## src/hw/rtl/slhm_pkg.sv

```systemverilog
// ----------------------------------------------------------------------------
// slhm_pkg
// Shared widths, status codes, register indexes and reset values of the
// supply level hysteresis monitor.
// ----------------------------------------------------------------------------
`default_nettype none

package slhm_pkg;

   // converter default and scaling
   localparam int ADC_BITS_DEF = 12;
   localparam int LEVEL_W      = 12;
   localparam int FULL_SCALE   = 3300;

   // signed compare width: covers threshold +/- band (-255 .. 4350)
   localparam int CMP_W        = 14;

   // status codes
   localparam int STATUS_W = 3;
   localparam logic [STATUS_W-1:0] ST_ABSENT   = 3'd0;
   localparam logic [STATUS_W-1:0] ST_FULL     = 3'd1;
   localparam logic [STATUS_W-1:0] ST_OK       = 3'd2;
   localparam logic [STATUS_W-1:0] ST_WARNING  = 3'd3;
   localparam logic [STATUS_W-1:0] ST_CRITICAL = 3'd4;

   // register file
   localparam int CSR_IDX_W  = 3;
   localparam int CSR_DATA_W = 12;
   localparam int BAND_W     = 8;

   localparam logic [CSR_IDX_W-1:0] CSR_FULL_LEVEL     = 3'd0;
   localparam logic [CSR_IDX_W-1:0] CSR_WARNING_LEVEL  = 3'd1;
   localparam logic [CSR_IDX_W-1:0] CSR_CRITICAL_LEVEL = 3'd2;
   localparam logic [CSR_IDX_W-1:0] CSR_HYST_BAND      = 3'd3;
   localparam logic [CSR_IDX_W-1:0] CSR_PRESENCE_LEVEL = 3'd4;
   localparam logic [CSR_IDX_W-1:0] CSR_FULL_MARGIN    = 3'd5;

   localparam logic [LEVEL_W-1:0] RST_FULL_LEVEL     = 12'd424;
   localparam logic [LEVEL_W-1:0] RST_WARNING_LEVEL  = 12'd350;
   localparam logic [LEVEL_W-1:0] RST_CRITICAL_LEVEL = 12'd330;
   localparam logic [BAND_W-1:0]  RST_HYST_BAND      = 8'd10;
   localparam logic [LEVEL_W-1:0] RST_PRESENCE_LEVEL = 12'd100;
   localparam logic [BAND_W-1:0]  RST_FULL_MARGIN    = 8'd14;

endpackage

`default_nettype wire

```

## src/hw/rtl/supply_level_hysteresis_monitor.sv

```systemverilog
// ----------------------------------------------------------------------------
// supply_level_hysteresis_monitor
// Throughput: one sample per cycle while results are taken. The input
// register refills in the cycle its item moves to the result register.
// While a result waits, one more sample is taken if the input register
// is empty, then the input holds.
// Reset (synchronous, active high) empties both registers, sets the status to
// absent, clears the plug-in flag and loads the default thresholds.
// ----------------------------------------------------------------------------
`default_nettype none

// Scales each converter sample to a 0..3300 level and tracks a five-state
// supply status (absent, full, ok, warning, critical) with hysteresis.
//
// Datapath:
//   input    sample register
//   output   product sample * 3300, level = floor(product / (2^ADC_BITS - 1)),
//            status update against the thresholds; level, status and the
//            plug-in flag are the result registers
//
// The division by 2^n-1 uses the series 1/(2^n-1) = 2^-n + 2^-2n + ...,
// which lands at most one below the true quotient; a single remainder check
// corrects it.
module supply_level_hysteresis_monitor #(
   parameter int ADC_BITS = slhm_pkg::ADC_BITS_DEF
) (
   input  wire                             clock,
   input  wire                             reset,
   // sample channel
   input  wire                             req_valid,
   output logic                            req_ready,
   input  wire  [ADC_BITS-1:0]             req_adc_sample,
   // result channel
   output logic                            rsp_valid,
   input  wire                             rsp_ready,
   output logic [slhm_pkg::LEVEL_W-1:0]    rsp_level,
   output logic [slhm_pkg::STATUS_W-1:0]   rsp_status,
   output logic                            rsp_full_at_plug_in,
   // register write port
   input  wire                             csr_write_en,
   input  wire  [slhm_pkg::CSR_IDX_W-1:0]  csr_index,
   input  wire  [slhm_pkg::CSR_DATA_W-1:0] csr_data
);
   import slhm_pkg::*;

   localparam int PROD_W = ADC_BITS + LEVEL_W;          // sample * 3300 fits
   localparam logic [ADC_BITS-1:0] MAX_CODE = {ADC_BITS{1'b1}};

   // ---------------------------------------------------------------------
   // Configuration registers
   // ---------------------------------------------------------------------
   logic [LEVEL_W-1:0] full_level_ff,     full_level_in;
   logic [LEVEL_W-1:0] warning_level_ff,  warning_level_in;
   logic [LEVEL_W-1:0] critical_level_ff, critical_level_in;
   logic [BAND_W-1:0]  hyst_band_ff,      hyst_band_in;
   logic [LEVEL_W-1:0] presence_level_ff, presence_level_in;
   logic [BAND_W-1:0]  full_margin_ff,    full_margin_in;

   always_comb begin
      full_level_in     = full_level_ff;
      warning_level_in  = warning_level_ff;
      critical_level_in = critical_level_ff;
      hyst_band_in      = hyst_band_ff;
      presence_level_in = presence_level_ff;
      full_margin_in    = full_margin_ff;
      if (csr_write_en) begin
         // drop data bits above a register's width; ignore unknown indexes
         unique case (csr_index)
            CSR_FULL_LEVEL:     full_level_in     = csr_data[LEVEL_W-1:0];
            CSR_WARNING_LEVEL:  warning_level_in  = csr_data[LEVEL_W-1:0];
            CSR_CRITICAL_LEVEL: critical_level_in = csr_data[LEVEL_W-1:0];
            CSR_HYST_BAND:      hyst_band_in      = csr_data[BAND_W-1:0];
            CSR_PRESENCE_LEVEL: presence_level_in = csr_data[LEVEL_W-1:0];
            CSR_FULL_MARGIN:    full_margin_in    = csr_data[BAND_W-1:0];
            default: ;
         endcase
      end
   end

   always_ff @(posedge clock) begin
      if (reset) begin
         full_level_ff     <= RST_FULL_LEVEL;
         warning_level_ff  <= RST_WARNING_LEVEL;
         critical_level_ff <= RST_CRITICAL_LEVEL;
         hyst_band_ff      <= RST_HYST_BAND;
         presence_level_ff <= RST_PRESENCE_LEVEL;
         full_margin_ff    <= RST_FULL_MARGIN;
      end else begin
         full_level_ff     <= full_level_in;
         warning_level_ff  <= warning_level_in;
         critical_level_ff <= critical_level_in;
         hyst_band_ff      <= hyst_band_in;
         presence_level_ff <= presence_level_in;
         full_margin_ff    <= full_margin_in;
      end
   end

   // ---------------------------------------------------------------------
   // Flow control: the input register loads when it is empty or when its
   // item moves to the result register in the same cycle.
   // ---------------------------------------------------------------------
   logic v0_ff, v0_in;
   logic rsp_valid_ff, rsp_valid_in;
   logic free0, free1;

   assign free1 = !rsp_valid_ff || rsp_ready;
   assign free0 = !v0_ff || free1;

   assign req_ready = free0;

   assign v0_in        = free0 ? req_valid : v0_ff;
   assign rsp_valid_in = free1 ? v0_ff     : rsp_valid_ff;

   always_ff @(posedge clock) begin
      if (reset) begin
         v0_ff        <= 1'b0;
         rsp_valid_ff <= 1'b0;
      end else begin
         v0_ff        <= v0_in;
         rsp_valid_ff <= rsp_valid_in;
      end
   end

   // ---------------------------------------------------------------------
   // Input register: capture the sample
   // ---------------------------------------------------------------------
   logic [ADC_BITS-1:0] sample_ff;

   always_ff @(posedge clock) begin
      if (free0 && req_valid) begin
         sample_ff <= req_adc_sample;
      end
   end

   // ---------------------------------------------------------------------
   // Scale: multiply by full scale, then divide the product by 2^n-1
   // ---------------------------------------------------------------------
   logic [PROD_W-1:0]    prod;
   logic [PROD_W:0]      quo_sum;      // p + p>>n + p>>2n
   logic [LEVEL_W-1:0]   quo_est;      // at most one below the quotient
   logic [PROD_W:0]      quo_back;     // quo_est * (2^n-1)
   logic [PROD_W:0]      quo_rem;
   logic                 quo_fix;
   logic [LEVEL_W-1:0]   level;

   always_comb begin
      prod     = PROD_W'(sample_ff) * PROD_W'(FULL_SCALE);
      quo_sum  = (PROD_W+1)'(prod) + (PROD_W+1)'(prod >> ADC_BITS)
               + (PROD_W+1)'(prod >> (2 * ADC_BITS));
      quo_est  = quo_sum[ADC_BITS +: LEVEL_W];
      quo_back = ((PROD_W+1)'(quo_est) << ADC_BITS) - (PROD_W+1)'(quo_est);
      quo_rem  = (PROD_W+1)'(prod) - quo_back;
      quo_fix  = (quo_rem >= (PROD_W+1)'(MAX_CODE));
      level    = quo_est + LEVEL_W'(quo_fix);
   end

   // ---------------------------------------------------------------------
   // Status update. All compares are signed and wide enough that
   // threshold +/- band never wraps; a negative lower threshold simply
   // never trips.
   // ---------------------------------------------------------------------
   logic [STATUS_W-1:0] status_ff, status_in, status_mid;
   logic                flag_ff, flag_in;
   logic [LEVEL_W-1:0]  rsp_level_ff;

   logic signed [CMP_W-1:0] lvl_s;
   logic signed [CMP_W-1:0] full_up, full_dn, warn_up, warn_dn;
   logic signed [CMP_W-1:0] crit_up, crit_dn, pres_s, plug_full_s;

   always_comb begin
      lvl_s       = signed'(CMP_W'(level));
      full_up     = signed'(CMP_W'(full_level_ff) + CMP_W'(hyst_band_ff));
      full_dn     = signed'(CMP_W'(full_level_ff) - CMP_W'(hyst_band_ff));
      warn_up     = signed'(CMP_W'(warning_level_ff) + CMP_W'(hyst_band_ff));
      warn_dn     = signed'(CMP_W'(warning_level_ff) - CMP_W'(hyst_band_ff));
      crit_up     = signed'(CMP_W'(critical_level_ff) + CMP_W'(hyst_band_ff));
      crit_dn     = signed'(CMP_W'(critical_level_ff) - CMP_W'(hyst_band_ff));
      pres_s      = signed'(CMP_W'(presence_level_ff));
      plug_full_s = signed'(CMP_W'(full_level_ff) - CMP_W'(full_margin_ff));
   end

   always_comb begin
      status_mid = status_ff;
      flag_in    = flag_ff;
      // plug-in: enter ok and latch whether the level was near full;
      // unplug: drop to absent
      if (status_ff == ST_ABSENT && lvl_s > pres_s) begin
         status_mid = ST_OK;
         flag_in    = (lvl_s >= plug_full_s);
      end else if (status_ff != ST_ABSENT && lvl_s <= pres_s) begin
         status_mid = ST_ABSENT;
      end

      status_in = status_mid;
      unique case (status_mid)
         ST_FULL: begin
            if (lvl_s <= full_dn) status_in = ST_OK;
         end
         ST_OK: begin
            if (lvl_s <= warn_dn)      status_in = ST_WARNING;
            else if (lvl_s > full_up)  status_in = ST_FULL;
         end
         ST_WARNING: begin
            if (lvl_s <= crit_dn)      status_in = ST_CRITICAL;
            else if (lvl_s > warn_up)  status_in = ST_OK;
         end
         ST_CRITICAL: begin
            if (lvl_s > crit_up) status_in = ST_WARNING;
         end
         default: ;
      endcase
   end

   // the status register doubles as the result field: it only advances
   // when a new result enters the result register
   always_ff @(posedge clock) begin
      if (reset) begin
         status_ff <= ST_ABSENT;
         flag_ff   <= 1'b0;
      end else if (free1 && v0_ff) begin
         status_ff <= status_in;
         flag_ff   <= flag_in;
      end
   end

   always_ff @(posedge clock) begin
      if (free1 && v0_ff) begin
         rsp_level_ff <= level;
      end
   end

   assign rsp_valid           = rsp_valid_ff;
   assign rsp_level           = rsp_level_ff;
   assign rsp_status          = status_ff;
   assign rsp_full_at_plug_in = flag_ff;

endmodule

`default_nettype wire

```

## config.mk

```make
export PLATFORM = sky130hd
export DESIGN_NAME = supply_level_hysteresis_monitor
export DESIGN_NICKNAME = d
export VERILOG_FILES = /design/src/hw/rtl/slhm_pkg.sv /design/src/hw/rtl/supply_level_hysteresis_monitor.sv
export SDC_FILE = /design/constraint.sdc
export NUM_CORES = 1
export LEC_CHECK = 0
export ABC_AREA = 1
export BUFFER_PORTS_ARGS = -buffer_cell sky130_fd_sc_hd__buf_2
export CELL_PAD_IN_SITES_DETAIL_PLACEMENT = 0
export CELL_PAD_IN_SITES_GLOBAL_PLACEMENT = 2
export CORE_MARGIN = 5
export CORE_UTILIZATION = 38
export DETAILED_ROUTE_END_ITERATION = 10
export PLACE_DENSITY_LB_ADDON = 0.25
export RECOVER_POWER = 25
export SETUP_SLACK_MARGIN = 0.15
export SLEW_MARGIN = 20
export SYNTH_ARGS = -nofsm -noshare
export SYNTH_HDL_FRONTEND = slang
export SYNTH_SLANG_ARGS = --single-unit
```

## constraint.sdc

```tcl
create_clock -name clock -period 11.76 [get_ports clock]
set_clock_uncertainty 0.15 [all_clocks]
set_input_delay 0.588 -clock clock [delete_from_list [all_inputs] [get_ports clock]]
set_output_delay 0.588 -clock clock [all_outputs]
set_load 0.02 [all_outputs]
```

* After elaboration in Yosys (flattened, before gate mapping)
Index checks and enable logic that the tools add are counted.
** Storage, ports and cells
- Flip-flop bits (word level) :: 94
- Bits of input ports :: 32
- Output and inout port bits :: 18
- Word-level logic and storage cells :: 70
** Operators by class
- Add/subtract/negate cells :: 11
- Multiply operators :: 1
- Order comparisons :: 10
- Equality and inequality tests :: 9
- Multiplexer cells :: 9
- Reduce and logical (&&, ||, !) cells :: 18
** Operators with widths (count)
- 12-bit by 8-bit subtractor with 13-bit output :: 4
- 12-bit by 8-bit adder with 13-bit output :: 3
- 12-bit by 13-bit > comparator with 1-bit output :: 3
- 13-bit <= comparator :: 3
- 25-bit by 12-bit >= comparator with 1-bit output, second input constant :: 1
- 24-bit by 12-bit subtractor with 25-bit output :: 1
- 24-bit by 25-bit subtractor with 25-bit output :: 1
- 24-bit by 12-bit adder with 24-bit output :: 1
- 3-bit 2-to-1 mux :: 8
- 12-bit by 10-bit multiplier with 22-bit output, second input constant :: 1
- 2-bit AND reduction :: 7
- 13-bit >= comparator :: 1
- 12-bit by 1-bit adder with 12-bit output :: 1
- 3-bit by 2-bit == test with 1-bit output, second input constant :: 4
- 12-bit > comparator :: 1
- 12-bit <= comparator :: 1
- 3-bit case mux with 4 select lines :: 1
- 3-bit == test, second input constant :: 3
- 3-bit by 1-bit == test with 1-bit output, second input constant :: 2
- 3-bit zero test :: 2
- 1-bit logical AND :: 4
- 3-bit nonzero test :: 1
- 1-bit zero test :: 2
- 1-bit logical OR :: 2

* Longest topological paths before layout
Gate-level depths: netlist of the first run.
- Depth in word-level cells :: 13
- Depth in mapped cells :: 74
- Mapped depth without buffers :: 74

* Least setup slack after synthesis of the first run
No wires, ideal clock.
- Path type :: reg-to-reg
- From :: register sample_ff[2]
- To :: register status_ff[0], in the netlist rsp_status[0]
- Setup time :: 0.070 ns
- Data arrival time :: 10.203 ns
- Data required time :: 11.540 ns
- Slack :: 1.337 ns
- Cell stages (with the launch flop) :: 68
- Buffers on the path :: 0
- Clock period less this slack :: 10.423 ns
- Cell sequence :: edfxtp_1 ha_1 xor2_1 ha_1 fa_1 fa_1 inv_1 fa_1 inv_1 ha_1 nand2_1 o21ai_2 nand2_2 nand2_2 nand2_2 nand2_4 nand2_2 nand2_4 [... 32 more ...] nand3_1 xor2_1 ha_1 nand2_1 inv_1 nand3_1 nor2_1 nand4_2 nor2_2 nor2_2 nand2_2 nand2_4 nor2_4 nor2_4 nand3_1 nand2_1 nand2_1 a21oi_1
** Between the ends
- Word-level cells in the longest chain between the ends :: 13
- Elaborated cells between the ends (all ways) :: 29
- Classes of those cells :: add/sub (4); mul (1); order compare (9); eq/ne (4); mux (9); reduce/logical (2)
** Ends and longest elaborated chain
- from (decl) :: RTL line supply_level_hysteresis_monitor.sv:127 : logic [ADC_BITS-1:0] sample_ff;
- from (signal assigned) :: RTL line supply_level_hysteresis_monitor.sv:131 : sample_ff <= req_adc_sample;
- 12-bit by 10-bit multiplier with 22-bit output (*) :: RTL line supply_level_hysteresis_monitor.sv:147 : prod = PROD_W'(sample_ff) * PROD_W'(FULL_SCALE);
- 24-bit by 12-bit adder with 24-bit output :: RTL line supply_level_hysteresis_monitor.sv:148 : quo_sum = (PROD_W+1)'(prod) + (PROD_W+1)'(prod >> ADC_BITS)
- 24-bit by 12-bit subtractor with 25-bit output :: RTL line supply_level_hysteresis_monitor.sv:151 : quo_back = ((PROD_W+1)'(quo_est) << ADC_BITS) - (PROD_W+1)'(quo_est);
- 24-bit by 25-bit subtractor with 25-bit output :: RTL line supply_level_hysteresis_monitor.sv:152 : quo_rem = (PROD_W+1)'(prod) - quo_back;
- 25-bit by 12-bit >= comparator with 1-bit output :: RTL line supply_level_hysteresis_monitor.sv:153 : quo_fix = (quo_rem >= (PROD_W+1)'(MAX_CODE));
- 12-bit by 1-bit adder with 12-bit output (*) :: RTL line supply_level_hysteresis_monitor.sv:154 : level = quo_est + LEVEL_W'(quo_fix);
- named net level[11] :: RTL line supply_level_hysteresis_monitor.sv:144 : logic [LEVEL_W-1:0] level;
- 12-bit <= comparator :: RTL line supply_level_hysteresis_monitor.sv:190 : end else if (status_ff != ST_ABSENT && lvl_s <= pres_s) begin
- 1-bit logical AND :: RTL line supply_level_hysteresis_monitor.sv:190
- 3-bit 2-to-1 mux :: RTL line supply_level_hysteresis_monitor.sv:190
- 3-bit 2-to-1 mux :: RTL line supply_level_hysteresis_monitor.sv:187 : if (status_ff == ST_ABSENT && lvl_s > pres_s) begin
- 3-bit 2-to-1 mux (on tied branches) :: RTL line supply_level_hysteresis_monitor.sv:205, supply_level_hysteresis_monitor.sv:201
- 3-bit 2-to-1 mux (on tied branches) :: RTL line supply_level_hysteresis_monitor.sv:204, supply_level_hysteresis_monitor.sv:200
- 3-bit case mux with 4 select lines (*) :: RTL line supply_level_hysteresis_monitor.sv:195 : unique case (status_mid)
- to (signal assigned) :: RTL line supply_level_hysteresis_monitor.sv:221 : status_ff <= status_in;
- to (decl) :: RTL line supply_level_hysteresis_monitor.sv:162 : logic [STATUS_W-1:0] status_ff, status_in, status_mid;
The timed path passes the listed nets; every way through them passes the cells marked *.
A chain may end at the register's enable or synchronous reset.

* Final worst setup path of the first run
- From :: register sample_ff[0]
- To :: register status_ff[1], in the netlist rsp_status[1]
The elaborated chain is that of the path after synthesis.

==> impl_metrics.csv, run 1 <==
group,metric,value,unit
worst_setup_path,critPathCaptureType,"flip-flop",
worst_setup_path,setup.worst_path.start_class,"flip-flop",
die,start_util,38.74,%
worst_setup_path,critPathRequiredTime,11.84,ns
synthesis,proportion_of_synthesized_chip_area_in_sequential_cells,16.25,%
cells_and_area,syn2layout_area_growth,16.38,%
die,dieArea,38170,µm²
synthesis,post_synth_edffs,24,
worst_setup_path,critPathArrivalTime,11.14,ns
placement,hpwlAfterDp,33.76,mm
clocking,cts-root-buf,"sky130_fd_sc_hd__clkbuf_16",
clocking,cts_sinks,94,
sta,slew_violations,66,
die,fp.coreArea,33700,µm²
synthesis,post_synth_num_cell_types,53,
worst_setup_path,cpMostUsedCell,"sky130_fd_sc_hd__nand2_1",
worst_setup_path,worst_path_largest_cell_delay,0.52,ns
sta,min_period_over_period,94.00,%
sta,timing.final.ws_setup,0.7051,ns
cells_and_area,final_nets,2219,
sta,setup_violations,0,
cells_and_area,final_cell_area,15190,µm²
grt,grt_overflow_total,0,
worst_setup_path,reg2reg_slack,0.71,ns
clocking,tritoncts,"yes",
grt,antenna_found_initial,2,
routing,drc_errors,0,
synthesis,synthesis.area,13060,µm²
worst_setup_path,worst-setup-path-type,"flip-flop to flip-flop",
worst_setup_path,ff2ff_path_depth,73,
synthesis,netlist_instances,1754,
clocking,cts-htree-levels,3,
routing,post_drt_wl_per_cell,17.51,µm
sta,highest_attainable_clock_frequency,90.46,MHz
synthesis,synth-async-reset-ratio,0,%
worst_setup_path,critical_path.slowest_cell,"sky130_fd_sc_hd__fa_1",
synthesis,synthesis.area_per_instance,7.444,µm²
routing,route.detailed.vias_per_inst,5.116,
grt,grt_pass1_vias,12195,
outcome,outcome,"complete, but fails checks",
synthesis,mappedNetlistNets,2099,
cells_and_area,final_layout_size_suffix_gt1_share,14.00,%
die,fp.dieH,195.4,µm
sta,slew_headroom,-102.0,%
placement,place_congestion,0.8826,
die,io_pins,50,
job,max_cap_violations,1,
grt,largest_net_degree_at_the_start_of_global_routing,66,
synthesis,synth_top_flop_cell,"sky130_fd_sc_hd__dfxtp_1",
sta,final_period_minus_worst_setup_slack,11.05,ns
clocking,max-clock-path-buffers,2,
die,die-width,195.4,µm
min_path,min_path_cells,1,
routing,route.final.wire_length,40.75,mm
worst_setup_path,path_max_fanout,6,
clocking,cts.reportedPaths.clkPinSlew,0.08,ns
placement,io_buffers,49,
clocking,cts_inserted_buffers,9,
clocking,postCtsHoldBufs,0,
synthesis,synth-seq-cells,94,
min_path,hp-class,"input port to flip-flop",
placement,placedInstanceArea,14220,µm²
cells_and_area,diodes,0,
grt,wire_length_of_the_first_global_routing_pass,65.21,mm
routing,detail-route-antenna-nets,0,
synthesis,synthesis.yosys.warnings,0,
routing,drtIter0Drc,564,
clocking,clock_insertion_delay_at_the_later_pin_of_the_skew_report,0.39,ns
outcome,failed_checks,"max-capacitance violations, max-slew violations",
grt,gr-usage-all-layers,21.40,%
routing,dr_total_vias,11906,
sta,timing_hold_violations_final,0,
placement,place_ws,-0.1343,ns
routing,detail_route.first_pass.iterations,5,
cells_and_area,finish.utilization,45.09,%
sta,worst_pin_slew,3.030,ns
die,num_rows,67,
## Yosys cell counts (7+ instances only)
cell type                  count  area share [%]
sky130_fd_sc_hd__nand2_1     287             8.3
sky130_fd_sc_hd__inv_1       286             8.2
sky130_fd_sc_hd__ha_1        278              27
sky130_fd_sc_hd__a21oi_1     146             5.6
sky130_fd_sc_hd__nor2_1      112             3.2
sky130_fd_sc_hd__nand3_1      97             3.7
sky130_fd_sc_hd__xor2_1       97             6.5
sky130_fd_sc_hd__o21ai_0      90             3.4
sky130_fd_sc_hd__dfxtp_1      70              11
sky130_fd_sc_hd__fa_1         35             5.4
sky130_fd_sc_hd__nand4_1      32             1.5
sky130_fd_sc_hd__edfxtp_1     24             5.5
sky130_fd_sc_hd__nor3_1       24            0.92
sky130_fd_sc_hd__clkbuf_1     14            0.40
sky130_fd_sc_hd__o211ai_1     14            0.80
sky130_fd_sc_hd__xnor2_1      14            0.94
sky130_fd_sc_hd__nand2_2      13            0.62
sky130_fd_sc_hd__a21o_1       12            0.69
sky130_fd_sc_hd__nand3b_1      9            0.52
sky130_fd_sc_hd__o21bai_1      9            0.52
sky130_fd_sc_hd__a211oi_1      7            0.40
sky130_fd_sc_hd__inv_2         7            0.20
sky130_fd_sc_hd__or2_2         7            0.34
## registers in the layout, indices dropped and copies added, names as in the netlist, 8 cells and up
name,cells
critical_level_ff,12
full_level_ff,12
full_margin_ff,8
hyst_band_ff,8
presence_level_ff,12
rsp_level,12
sample_ff,12
warning_level_ff,12
## metal layers
metal  vias up  global-route usage (%)  part of all wire [%]
li1       6090                       -                     -
met1      5623                   28.96                    49
met2       157                   36.79                    47
met3        36                   2.637                   3.0
met4         0                   4.396                   1.5
met5         -                       0                     0
## timing repair
action	CTS	global route
setup buffers	5	16
pin swaps	2	48
gates resized for setup	2	103
endpoints found under the setup margin	4	4
## layout make-up
cell class	instances	area, µm²
clock buffer	9	225.2
clock inverter	7	67.56
fill	3498	18510
inverter	293	1100
multi-input combinational	1351	10300
sequential	94	2122
tap	448	560.5
timing repair buffer	125	817.0
## worst paths after layout
check / from / to
min reg2reg: full_margin_ff[4] / full_margin_ff[4]
max reg2reg: sample_ff[0] / rsp_status[1]
max: sample_ff[0] / rsp_status[1]
min: req_adc_sample[5] / sample_ff[5]
## critical path, delay by kind of cell (launching register included)
kind,cells,cell delay [ns]
fa+ha+maj,13,4.22
simple gates,37,3.54
buf+inv,13,1.10
compound gates,8,1.00
flops,1,0.51
xor+xnor,2,0.33
## metrics by stage
| step | hold WS, ns | instances | setup TNS, ns |
|---|---|---|---|
| floorplan | 0.2831 | 1754 | 0 |
| CTS | 0.2121 | 2311 | 0 |
| global placement | 0.2970 | 2290 | -0.005890 |
| global route | 0.2201 | 2327 | -0.01637 |
| detailed placement | 0.3022 | 2290 | -0.4115 |
| finish | 0.2254 | 2327 | 0 |
## kinds of logic after synthesis
| logic type | Yosys count | synth area share (%) |
|---|---|---|
| buffers and inverters | 309 | 8.922 |
| AO/OA/AOI/OAI | 310 | 13.53 |
| AND/OR/NAND/NOR | 614 | 21.38 |
| adder cells (fa/ha/maj) | 313 | 32.01 |
| flip-flops | 94 | 16.25 |
| XOR/XNOR | 114 | 7.906 |
## placed cells by master (no fill, tap or decap), drive strengths merged, types with 33 or more instances in the layout
master	count
nand2	305
inv	296
ha	278
a21oi	150
nor2	120
buf	109
nand3	103
xor2	100
o21ai	94
dfxtp	70
fa	35
nand4	33
Power of run 1 is not shown: default switching activity piles up to over one toggle a cycle in this logic, so the estimate is an artifact.
==> run 2, diff against run 1 <==
- ABC_CLOCK_PERIOD_IN_PS: not set -> 11760
- RECOVER_POWER: 25 -> 100
==> impl_metrics.csv, run 2 (synthesis gave the netlist of run 1 again) <==
group,metric,value,unit
outcome,outcome,"complete, but fails checks",
outcome,failed_checks,"max-capacitance violations, max-slew violations",
min_path,hp-class,"input port to flip-flop",
grt,wire_length_of_the_first_global_routing_pass,65.21,mm
worst_setup_path,cpMostUsedCell,"sky130_fd_sc_hd__nand2_1",
sta,timing_hold_violations_final,0,
clocking,cts.reportedPaths.clkPinSlew,0.08,ns
worst_setup_path,reg2reg_slack,0.66,ns
die,io_pins,50,
sta,final_period_minus_worst_setup_slack,11.10,ns
routing,route.final.wire_length,40.73,mm
clocking,cts_inserted_buffers,9,
cells_and_area,fin_cells,2327,
placement,placedInstanceArea,14220,µm²
routing,route.detailed.vias_per_inst,5.123,
die,die-width,195.4,µm
routing,dr_total_vias,11922,
placement,hpwlAfterDp,33.76,mm
placement,place.detailed.instances,2290,
clocking,cts-htree-levels,3,
worst_setup_path,critPathCaptureType,"flip-flop",
placement,io_buffers,49,
worst_setup_path,critical_path.slowest_cell,"sky130_fd_sc_hd__fa_1",
clocking,tritoncts,"yes",
sta,finalHoldWorstSlack,0.2257,ns
sta,slew_violations,66,
sta,min_period_over_period,94.39,%
clocking,clock_insertion_delay_at_the_later_pin_of_the_skew_report,0.39,ns
worst_setup_path,path_max_fanout,6,
sta,setup_violations,0,
grt,grt_pass1_vias,12195,
sta,highest_attainable_clock_frequency,90.09,MHz
cells_and_area,diodes,0,
sta,slew_headroom,-107.7,%
min_path,holdCritStartpoint,"req_adc_sample[5]",
die,start_util,38.74,%
routing,detail_route.first_pass.iterations,5,
grt,antenna_found_initial,2,
cells_and_area,top_library_cells_by_usage_in_the_layout_fill_and_taps_aside,"278 x sky130_fd_sc_hd__inv_1, 275 x sky130_fd_sc_hd__nand2_1, 258 x sky130_fd_sc_hd__ha_1, 137 x sky130_fd_sc_hd__a21oi_1, 107 x sky130_fd_sc_hd__nor2_1",
clocking,cts_sinks,94,
worst_setup_path,setup.worst_path.start_class,"flip-flop",
routing,drc_errors,0,
clocking,max-clock-path-buffers,2,
worst_setup_path,worst_path_largest_cell_delay,0.52,ns
die,fp.coreArea,33700,µm²
worst_setup_path,worst-setup-path-type,"flip-flop to flip-flop",
cells_and_area,final_nets,2219,
die,num_rows,67,
cells_and_area,final_cell_area,15160,µm²
grt,gr-usage-all-layers,21.40,%
clocking,cts-root-buf,"sky130_fd_sc_hd__clkbuf_16",
placement,place_ws,-0.1343,ns
sta,timing.final.ws_setup,0.6597,ns
job,max_cap_violations,1,
cells_and_area,sequential_cell_area,2122,µm²
grt,grt_overflow_total,0,
cells_and_area,final.fill_count,3509,
sta,worst_pin_slew,3.115,ns
worst_setup_path,critPathArrivalTime,11.26,ns
worst_setup_path,critPathRequiredTime,11.92,ns
die,dieArea,38170,µm²
die,fp.dieH,195.4,µm
cells_and_area,syn2layout_area_growth,16.11,%
routing,post_drt_wl_per_cell,17.50,µm
grt,largest_net_degree_at_the_start_of_global_routing,66,
routing,detail-route-antenna-nets,0,
worst_setup_path,worst_r2r_startpoint,"sample_ff[0]",
routing,drtIter0Drc,582,
cells_and_area,final_layout_size_suffix_gt1_share,13.36,%
placement,place_congestion,0.8826,
cells_and_area,multi_input_comb_area,10290,µm²
worst_setup_path,critical_path.startpoint,"sample_ff[0]",
cells_and_area,final_common_cell,"sky130_fd_sc_hd__inv_1",
==> run 2: path summary, 6_finish.rpt <==
path,to,depth (start not counted)
setup / recovery,rsp_full_at_plug_in,67
hold / removal,sample_ff[5],1
hold reg to reg,full_margin_ff[4],2
setup reg to reg,rsp_full_at_plug_in,67
==> run 2: cell type report <==
cell class | count | share of cell area, %
inverters | 293 | 7.255
multi-input cells | 1351 | 67.87
flip-flops and latches | 94 | 14.00
repair buffers | 125 | 5.249
well taps | 448 | 3.698
clock buffers | 9 | 1.486
clock inverters | 7 | 0.4457
==> run 2: metrics by stage <==
| stage | setup TNS (ns) | util, % |
|---|---|---|
| after floorplan | 0 | - |
| after global placement | -0.005890 | 42.20 |
| after detailed placement | -0.4115 | 42.20 |
| after CTS | 0 | 43.22 |
| after global routing | -0.1673 | 44.98 |
| final | 0 | 44.98 |
==> run 2: routing by layer <==
layer	routed length, µm	part of all wire [%]	GRT usage [%]
met1	19790	49	28.96
met2	19080	47	36.79
met3	1260	3.1	2.637
met4	609	1.5	4.396
met5	0	0	0
==> run 2: what timing repair did <==
action / CTS / global route
setup buffers: 5 / 16
pin swaps: 2 / 48
setup endpoints to repair: 4 / 4
resized for setup: 2 / 103
hold buffers: 0 / 0
==> run 2: worst max-delay path, delay by kind of cell, from the launching register on <==
family / cells / cell delay [ns]
xor gates and xnor gates: 2 / 0.25
AOI/OAI and AO/OA: 11 / 1.70
DFF: 1 / 0.51
and+or+nand+nor: 28 / 2.92
adders and majority gates: 12 / 4.08
buffers and inverters: 14 / 1.36
Power of run 2 is left out for the same reason.
==> run 3, diff against run 2 <==
- PLACE_DENSITY: not set -> 0.82
- PLACE_DENSITY_LB_ADDON: 0.25 -> not set
==> impl_metrics.csv, run 3 (synthesis gave the netlist of run 1 again) <==
group,metric,value,unit
outcome,outcome,"complete, but fails checks",
outcome,failed_checks,"max-capacitance violations, max-slew violations",
cells_and_area,top_library_cells_by_usage_in_the_layout_fill_and_taps_aside,"282 x sky130_fd_sc_hd__inv_1, 281 x sky130_fd_sc_hd__nand2_1, 266 x sky130_fd_sc_hd__ha_1, 140 x sky130_fd_sc_hd__a21oi_1, 110 x sky130_fd_sc_hd__nor2_1",
grt,wire_length_of_the_first_global_routing_pass,64.09,mm
placement,placedInstanceArea,14440,µm²
cells_and_area,final_common_cell,"sky130_fd_sc_hd__inv_1",
min_path,worst_hold_path.endpoint,"sample_ff[7]",
cells_and_area,fin_cells,2353,
worst_setup_path,cpMostUsedCell,"sky130_fd_sc_hd__nand2_2",
min_path,holdCritStartpoint,"req_adc_sample[7]",
clocking,tritoncts,"yes",
routing,wl_met2,19.99,mm
routing,top_layer_reached_by_signal_wires,"met4",
sta,final_period_minus_worst_setup_slack,11.17,ns
sta,setup_violations,0,
sta,rsz_0062_raised_after_global_routing,"false",
clocking,cts_sinks,94,
die,io_pins,50,
die,num_rows,67,
grt,gr-usage-all-layers,21.18,%
routing,wl_met3,947,µm
placement,place.detailed.instances,2315,
worst_setup_path,critical_path.slowest_cell,"sky130_fd_sc_hd__fa_1",
grt,grt_overflow_total,0,
routing,detail-route-antenna-nets,0,
clocking,cts-root-buf,"sky130_fd_sc_hd__clkbuf_16",
worst_setup_path,critPathRequiredTime,11.92,ns
min_path,min_path_cells,1,
worst_setup_path,path_max_fanout,5,
grt,antenna_found_initial,1,
routing,route.final.wire_length,40.90,mm
clocking,cts.reportedPaths.clkPinSlew,0.08,ns
sta,min_period_over_period,94.95,%
sta,timing_hold_violations_final,0,
cells_and_area,syn2layout_area_growth,16.54,%
routing,dr_total_vias,11943,
cells_and_area,final_layout_size_suffix_gt1_share,12.97,%
die,die-width,195.4,µm
routing,detail_route.first_pass.iterations,5,
worst_setup_path,setup.worst_path.start_class,"flip-flop",
job,max_cap_violations,1,
cells_and_area,final_cell_area,15220,µm²
sta,highest_attainable_clock_frequency,89.56,MHz
clocking,cts-htree-levels,3,
die,fp.coreArea,33700,µm²
routing,route.detailed.vias_per_inst,5.076,
cells_and_area,finish.utilization,45.15,%
placement,hpwlAfterDp,34.24,mm
sta,slew_headroom,-98.56,%
routing,post_drt_wl_per_cell,17.38,µm
worst_setup_path,worst_path_largest_cell_delay,0.53,ns
worst_setup_path,reg2reg_slack,0.59,ns
routing,met1_length,18.97,mm
min_path,hp-class,"input port to flip-flop",
worst_setup_path,critPathArrivalTime,11.32,ns
clocking,clock_insertion_delay_at_the_later_pin_of_the_skew_report,0.38,ns
grt,grt_pass1_vias,12067,
grt,largest_net_degree_at_the_start_of_global_routing,66,
placement,io_buffers,49,
worst_setup_path,critPathCaptureType,"flip-flop",
clocking,cts_inserted_buffers,9,
worst_setup_path,ff2ff_path_depth,69,
cells_and_area,final_nets,2245,
worst_setup_path,worst-setup-path-type,"flip-flop to flip-flop",
sta,worst_pin_slew,2.978,ns
die,start_util,38.74,%
cells_and_area,diodes,0,
sta,slew_violations,66,
die,fp.dieH,195.4,µm
clocking,max-clock-path-buffers,2,
worst_setup_path,worst_r2r_startpoint,"sample_ff[1]",
routing,drtIter0Drc,528,
routing,drc_errors,0,
placement,place_congestion,0.8949,
worst_setup_path,worstReg2RegEnd,"rsp_full_at_plug_in",
die,dieArea,38170,µm²
-- run 3: cell types whose count changed in the layout (fill, tap and decap cells not counted), sizes merged --
cell,before,now
clkinv,3,5
bufinv,0,2
clkinvlp,1,0
clkbuf,36,34
inv,296,292
buf,98,127
-- run 3: how the worst max path moves through the flow --
| stage | start | endpoint | slack [ns] | cells past startpoint |
|---|---|---|---|---|
| floorplan | sample_ff[2] | rsp_status[0] | 1.34 | 67 |
| global route | sample_ff[1] | rsp_full_at_plug_in | 0.02 | 71 |
| CTS | sample_ff[1] | rsp_full_at_plug_in | 0.20 | 69 |
| finish | sample_ff[1] | rsp_full_at_plug_in | 0.59 | 69 |
| detailed placement | sample_ff[1] | rsp_status[0] | -0.03 | 63 |
| global placement | sample_ff[1] | rsp_status[0] | -0.002 | 63 |
-- run 3: what timing repair did --
item,CTS,global route
buffers inserted,2,20
resized for setup,4,56
pin swaps,1,31
hold buffers,0,0
endpoints found under the setup margin,4,4
-- run 3: cell type report --
class	instances	area, µm²
clock buffers	10	229.0
well taps	448	560.5
flip-flops and latches	94	2122
clock inverters	6	86.33
repair buffers	151	1021
fillers	3519	18480
inverters	293	1100
multi-input cells	1351	10100
-- run 3: stage by stage --
step | TNS [ns] | setup slack [ns] | hold slack [ns]
final | 0 | 0.5940 | 0.2313
after global routing | 0 | 0.01502 | 0.2185
after CTS | 0 | 0.1956 | 0.2055
after detailed placement | -0.05978 | -0.03005 | 0.3033
after global placement | -0.001770 | -0.001770 | 0.2960
after floorplan | 0 | 1.337 | 0.2831
-- run 3: metal layers --
metal / global-route usage, % / vias to the layer above
met5: 0 / -
met2: 37.37 / 146
li1: - / 6142
met3: 2.326 / 50
met4: 6.362 / 0
met1: 27.23 / 5605
-- run 3: critical path: cells and delay by family (launching register included) --
family | cells | cell delay [ns]
XOR/XNOR | 1 | 0.08
buffers and inverters | 14 | 1.38
adder cells (fa/ha/maj) | 13 | 4.17
flip-flops | 1 | 0.52
AND/OR/NAND/NOR | 29 | 2.79
AO/OA/AOI/OAI | 12 | 2.02
Power of run 3 is left out for the same reason.
